`config.mk`:
```
export PLATFORM = sky130hd
export DESIGN_NAME = gas_ram
export DESIGN_NICKNAME = d
export VERILOG_FILES = /design/src/rtl/gas_ram.sv
export SDC_FILE = /design/constraint.sdc
export NUM_CORES = 2
export LEC_CHECK = 0
export BUFFER_PORTS_ARGS = -buffer_cell sky130_fd_sc_hd__clkbuf_2
export CAP_MARGIN = 20
export CORE_AREA = 2 2 368 370
export CTS_BUF_LIST = sky130_fd_sc_hd__clkbuf_2 sky130_fd_sc_hd__clkbuf_4 sky130_fd_sc_hd__clkbuf_8
export CTS_CLUSTER_SIZE = 25
export DETAILED_ROUTE_END_ITERATION = 10
export DIE_AREA = 0 0 370 372
export PLACE_DENSITY = 0.87
export SYNTH_ARGS = -nofsm -noshare
export SYNTH_HDL_FRONTEND = slang
export SYNTH_SLANG_ARGS = --single-unit
```
`constraint.sdc`:
```
create_clock -name clock -period 3.3 [get_ports clock]
set_clock_uncertainty 0.1 [all_clocks]
set_input_delay 0.33 -clock clock [delete_from_list [all_inputs] [get_ports clock]]
set_output_delay 0.33 -clock clock [all_outputs]
set_load 0.03 [all_outputs]
```
`src/rtl/gas_ram.sv`:
```
// ----------------------------------------------------------------------------
// gas_ram
// Simple dual-port RAM: one write port, one read port, registered read data.
// ----------------------------------------------------------------------------
module gas_ram #(
   parameter int WIDTH = 8,
   parameter int DEPTH = 256,
   parameter int AW    = (DEPTH > 1) ? $clog2(DEPTH) : 1
) (
   input  logic             clock,
   input  logic             wr_en,
   input  logic [AW-1:0]    wr_addr,
   input  logic [WIDTH-1:0] wr_data,
   input  logic             rd_en,
   input  logic [AW-1:0]    rd_addr,
   output logic [WIDTH-1:0] rd_data
);

   logic [WIDTH-1:0] mem_ff [DEPTH];
   logic [WIDTH-1:0] rd_data_ff;

   always_ff @(posedge clock) begin
      if (wr_en) begin
         mem_ff[wr_addr] <= wr_data;
      end
      // Hold the last word while no read is issued
      if (rd_en) begin
         rd_data_ff <= mem_ff[rd_addr];
      end
   end

   assign rd_data = rd_data_ff;

endmodule

```
## Word-level counts from Yosys, hierarchy flattened

Memories as Yosys holds them, arrays and structs flattened. A register that Yosys moved wholly into a read port is not among the register bits.
Index checks and enable logic that the tools add are counted.

| storage, ports and cells | value |
|---|---|
| register bits after elaboration | 0 |
| bits in latches | 0 |
| bits in writable memories | 2,048 |
| ROM bits | 0 |
| input port bits | 27 |
| output and inout port bits | 8 |
| word-level logic and storage cells | 3 |
| memories kept | 1 |

| cells by class | value |
|---|---|
| $add $sub $neg | 0 |
| multipliers | 0 |
| div/mod/pow operators | 0 |
| magnitude comparators | 0 |
| equality and inequality tests | 0 |
| shift operators | 0 |
| muxes and demuxes | 2 |
| bitwise operators | 0 |
| reduce and logical (&&, ||, !) cells | 0 |

Memory list:

| name | depth | width | rd ports | clocked after Yosys merged registers in | write ports | line | source |
|---|---|---|---|---|---|---|---|
| mem_ff | 256 | 8 | 1 | 1 | 1 | 19 | `logic [WIDTH-1:0] mem_ff [DEPTH];` |

Operators by type and width:

| operator | number |
|---|---|
| $mux W1 | 2 |

## Longest topological paths before layout

| depth | value |
|---|---|
| depth after elaboration | 2 |
| depth in mapped cells | 11 |
| gate-level depth less buffers | 6 |

## Worst setup path after synthesis

Ideal clock, no wire load.

| timing | value |
|---|---|
| kind | input to register |
| start | input rd_addr[0] |
| end | register rd_data_ff[2], in the netlist rd_data[2] (read register of mem_ff) (data pin) |
| setup time | 0.269 ns |
| data arrival time | 2.137 ns |
| data required time | 2.931 ns |
| slack | 0.794 ns |
| cell stages on the path | 9 |
| path buffers | 4 |
| path through | buf_6 buf_12 buf_8 buf_2 mux4_2 a22oi_1 a21oi_1 nor4_1 nor4_2 |

RTL lines:

| item | line | source |
|---|---|---|
| start, declared | 15 | `input logic [AW-1:0] rd_addr,` |
| end, declared | 20 | `logic [WIDTH-1:0] rd_data_ff;` |

==> flow_summary.json <==
{
  "status": "complete, no violations",
  "h-tree-depth": 5,
  "p_sw_frac": 0.2224,
  "peakVddDrop_v": 0.0005963,
  "post_cts_buffers": 0,
  "power_frac_clock": 0.392,
  "initial_core_util": 0.5930,
  "fmax_ghz": 0.3147,
  "fin_area_um2": 91180,
  "drt_pre_antenna_iters": 7,
  "cts_buffers": 320,
  "fin_crit_ns": 3.178,
  "instances_no_fill": 6379,
  "regArea_um2": 61740,
  "critPathMaxStageDelay_ns": 0.67,
  "synthTopCellsByArea": "edfxtp_1 78%, mux4_2 13%, mux2i_1 1.7%",
  "grt_pass1_vias": 45290,
  "nets": 4389,
  "p_seq_frac": 0.552,
  "die-area_um2": 137600,
  "synth_fp_nets": 3760,
  "vias_per_cell": 6.972,
  "worstPathArrival_ns": 3.80,
  "fin_ws_ns": 0.1220,
  "hold_violations": 0,
  "crit_path_start_kind": "flop",
  "die_x_um": 370,
  "clk_pin_slew_ns": 0.06,
  "finalCritPeriodShare": 0.9630,
  "dr.first_iter.drc_count": 8589,
  "core_area_um2": 134300,
  "clock_latency_ns": 1.06,
  "power_w": 0.05226,
  "syn_avg_cell_area_um2": 21.33,
  "worstHoldStart": "wr_addr[6]",
  "grt_overflow_total": 0,
  "portBuffers": 34,
  "endpoint_kind": "flop",
  "cts_buffer_depth": 4,
  "max_cap_viol_count": 0,
  "globalRouteTotalUtil": 0.3175,
  "ys_warn_count": 0,
  "p_comb_frac": 0.056,
  "r2r-end": "rd_data[3]$_DFFE_PP_",
  "cp_max_fo": 1,
  "crit_chain": "mux4_2 -> a22o_1 -> a221oi_1 -> o32ai_1 -> nor3_1 -> nor4_1",
  "fillerInstances": 7255,
  "critical_path_class": "reg -> reg",
  "slowest_stage": "nor3_1",
  "r2r-start": "mem_ff[208][3]$_DFFE_PP_",
  "hold_class": "in -> reg",
  "synth-async-reset-ratio": 0,
  "slew-limit-headroom": 0.2532,
  "yosysTopAreaCellShare": 0.7753,
  "antenna_found_initial": 12,
  "wl_per_cell_um": 33.81,
  "synthCells": 3733,
  "gp_congestion": 0.9032,
  "power.switching_w": 0.01162,
  "cellLeakagePower_nw": 29.39,
  "synth_cell_type_count": 54,
  "multi_input_area_um2": 16470,
  "grt_max_degree": 117,
  "reg2reg_slack_ns": 0.12,
  "vias": 44470,
  "synth_area_um2": 79640,
  "place_ws_ns": -0.2666,
  "ys_seq_elements": 2056,
  "drc_errors": 0,
  "rr_worst_depth": 6,
  "tightest_slew_ns": 1.117,
  "cts.sinks": 2056,
  "slew_viol_final": 0,
  "synth_area_leader_cell": "edfxtp_1",
  "setup_viol": 0,
  "dpl.hpwl_mm": 127.6,
  "hold_depth": 3,
  "areaGrowthSynthToFinish_pct": 14.50,
  "cts_tree": "built",
  "grt_pass1_wl_mm": 311.1,
  "dp.cells": 5804,
  "p_int_w": 0.04064,
  "synth-edff-count": 2056,
  "io_pins": 35,
  "ant_nets": 0,
  "dpl-instance-area_um2": 85060,
  "cts-root-buf": "clkbuf_8",
  "rows": 135,
  "tns_ns": 0,
  "synth-main-ff-cell": "edfxtp_1",
  "drive_gt1_frac": 0.3196,
  "cp.required_ns": 3.92,
  "yosysSeqAreaShare": 0.7753,
  "rsz0062_at_grt": "false",
  "wl_mm": 215.7,
  "hold_end": "mem_ff[207][7]$_DFFE_PP_",
  "die_h_um": 372,
  "p_per_area_nw_per_um2": 573.1
}
## Yosys cell counts, types with 3 or more instances
master	instances
buf_6	21
a21oi_1	96
o22a_1	5
o32ai_1	4
buf_8	13
o22ai_1	28
a211oi_1	16
mux2i_1	134
buf_12	8
or2_2	4
nor3_1	22
buf_1	22
o21ai_0	10
buf_2	31
mux4_2	454
edfxtp_1	2056
nand2_1	33
nor2b_1	31
nor2_1	282
nand3_1	34
clkbuf_1	111
a22oi_1	133
nand2b_1	8
a22o_1	8
nor4_1	24
and2_1	6
o221ai_1	46
buf_4	27
o211ai_1	10
a221oi_1	13
nand4_1	10
nor4_2	3
## logic make-up after synthesis
logic type,after synthesis,share of synthesized area
AO/OA/AOI/OAI,385,0.03416
buffers and inverters,235,0.01829
flip-flops,2056,0.7753
multiplexers,591,0.1460
AND/OR/NAND/NOR,466,0.02625
## placed cells by master (no fill, tap or decap), types with 5 or more instances in the layout
cell type,count
buf_12,54
o221ai_1,46
and2_1,6
mux2i_1,134
a211oi_1,16
buf_4,436
mux4_2,454
edfxtp_1,2056
nor2b_1,28
bufinv_16,8
a22o_1,8
o22ai_1,28
clkbuf_4,91
nand2_1,33
o22a_1,5
o211ai_1,10
dlygate4sd3_1,17
a21oi_1,96
clkbuf_8,333
clkinv_1,74
nor3_1,22
clkinv_2,37
nand3_1,34
nand2b_1,8
nand4_1,10
diode_2,17
a221oi_1,13
o21ai_0,10
a22oi_1,133
clkbuf_2,22
nor4_1,24
nor2_1,279
## power by group through the flow
stage	logic (W)	registers [W]	clock network (W)
floorplan	0.00140	0.0294	0
global placement	0.00263	0.0294	0
detailed placement	0.00274	0.0294	0
CTS	0.00282	0.0289	0.0206
global route	0.00296	0.0288	0.0216
finish	0.00291	0.0289	0.0205
## routing by layer
| layer | global-route usage | vias up | routed length (µm) |
|---|---|---|---|
| li1 | - | 17000 | - |
| met1 | 0.3956 | 22080 | 66610 |
| met2 | 0.4969 | 4448 | 103000 |
| met3 | 0.09773 | 932 | 31850 |
| met4 | 0.1862 | 14 | 14150 |
| met5 | 0.003497 | - | 80 |
## registers in the layout (all words and copies together) (netlist names)
name	cells
mem_ff	2048
rd_data	8
## stage by stage
stage          hold WS, ns  utilization
2_1_floorplan       0.3289            -
3_3_place_gp        0.7728       0.6334
3_5_place_dp        0.7722       0.6334
4_1_cts          0.0003129       0.6787
5_1_grt            0.05386       0.6787
6_report            0.1454       0.6790
## how the worst max path moves through the flow
stage	startpoint	end	slack, ns	cells past startpoint
floorplan	rd_addr[0]	rd_data[2]$_DFFE_PP_	0.79	9
global placement	rd_addr[0]	rd_data[4]$_DFFE_PP_	-0.31	9
detailed placement	rd_addr[0]	rd_data[4]$_DFFE_PP_	-0.27	9
CTS	mem_ff[97][4]$_DFFE_PP_	rd_data[4]$_DFFE_PP_	0.25	7
global route	mem_ff[208][3]$_DFFE_PP_	rd_data[3]$_DFFE_PP_	0.21	6
finish	mem_ff[208][3]$_DFFE_PP_	rd_data[3]$_DFFE_PP_	0.12	6
## timing repair
item	4_1_cts	5_1_grt
gates resized for setup	0	0
hold buffers	17	0
hold endpoints to repair	889	0
setup endpoints to repair	0	0
## worst max-delay path: cells and delay by family, from the launching register on
| family | cells | cell delay [ns] |
|---|---|---|
| AO/OA/AOI/OAI | 3 | 1.05 |
| flip-flops | 1 | 0.42 |
| multiplexers | 1 | 0.49 |
| AND/OR/NAND/NOR | 2 | 0.81 |
## cell type report
cell class / count / share of cell area
Antenna cell: 17 / 0.0004666
Multi-Input combinational cell: 1442 / 0.1806
Clock inverter: 125 / 0.008288
Timing Repair Buffer: 540 / 0.05242
Sequential cell: 2056 / 0.6771
Tap cell: 1781 / 0.02444
Inverter: 2 / 0.00008233
Clock buffer: 416 / 0.05655
(Power assumes the default switching activity.)
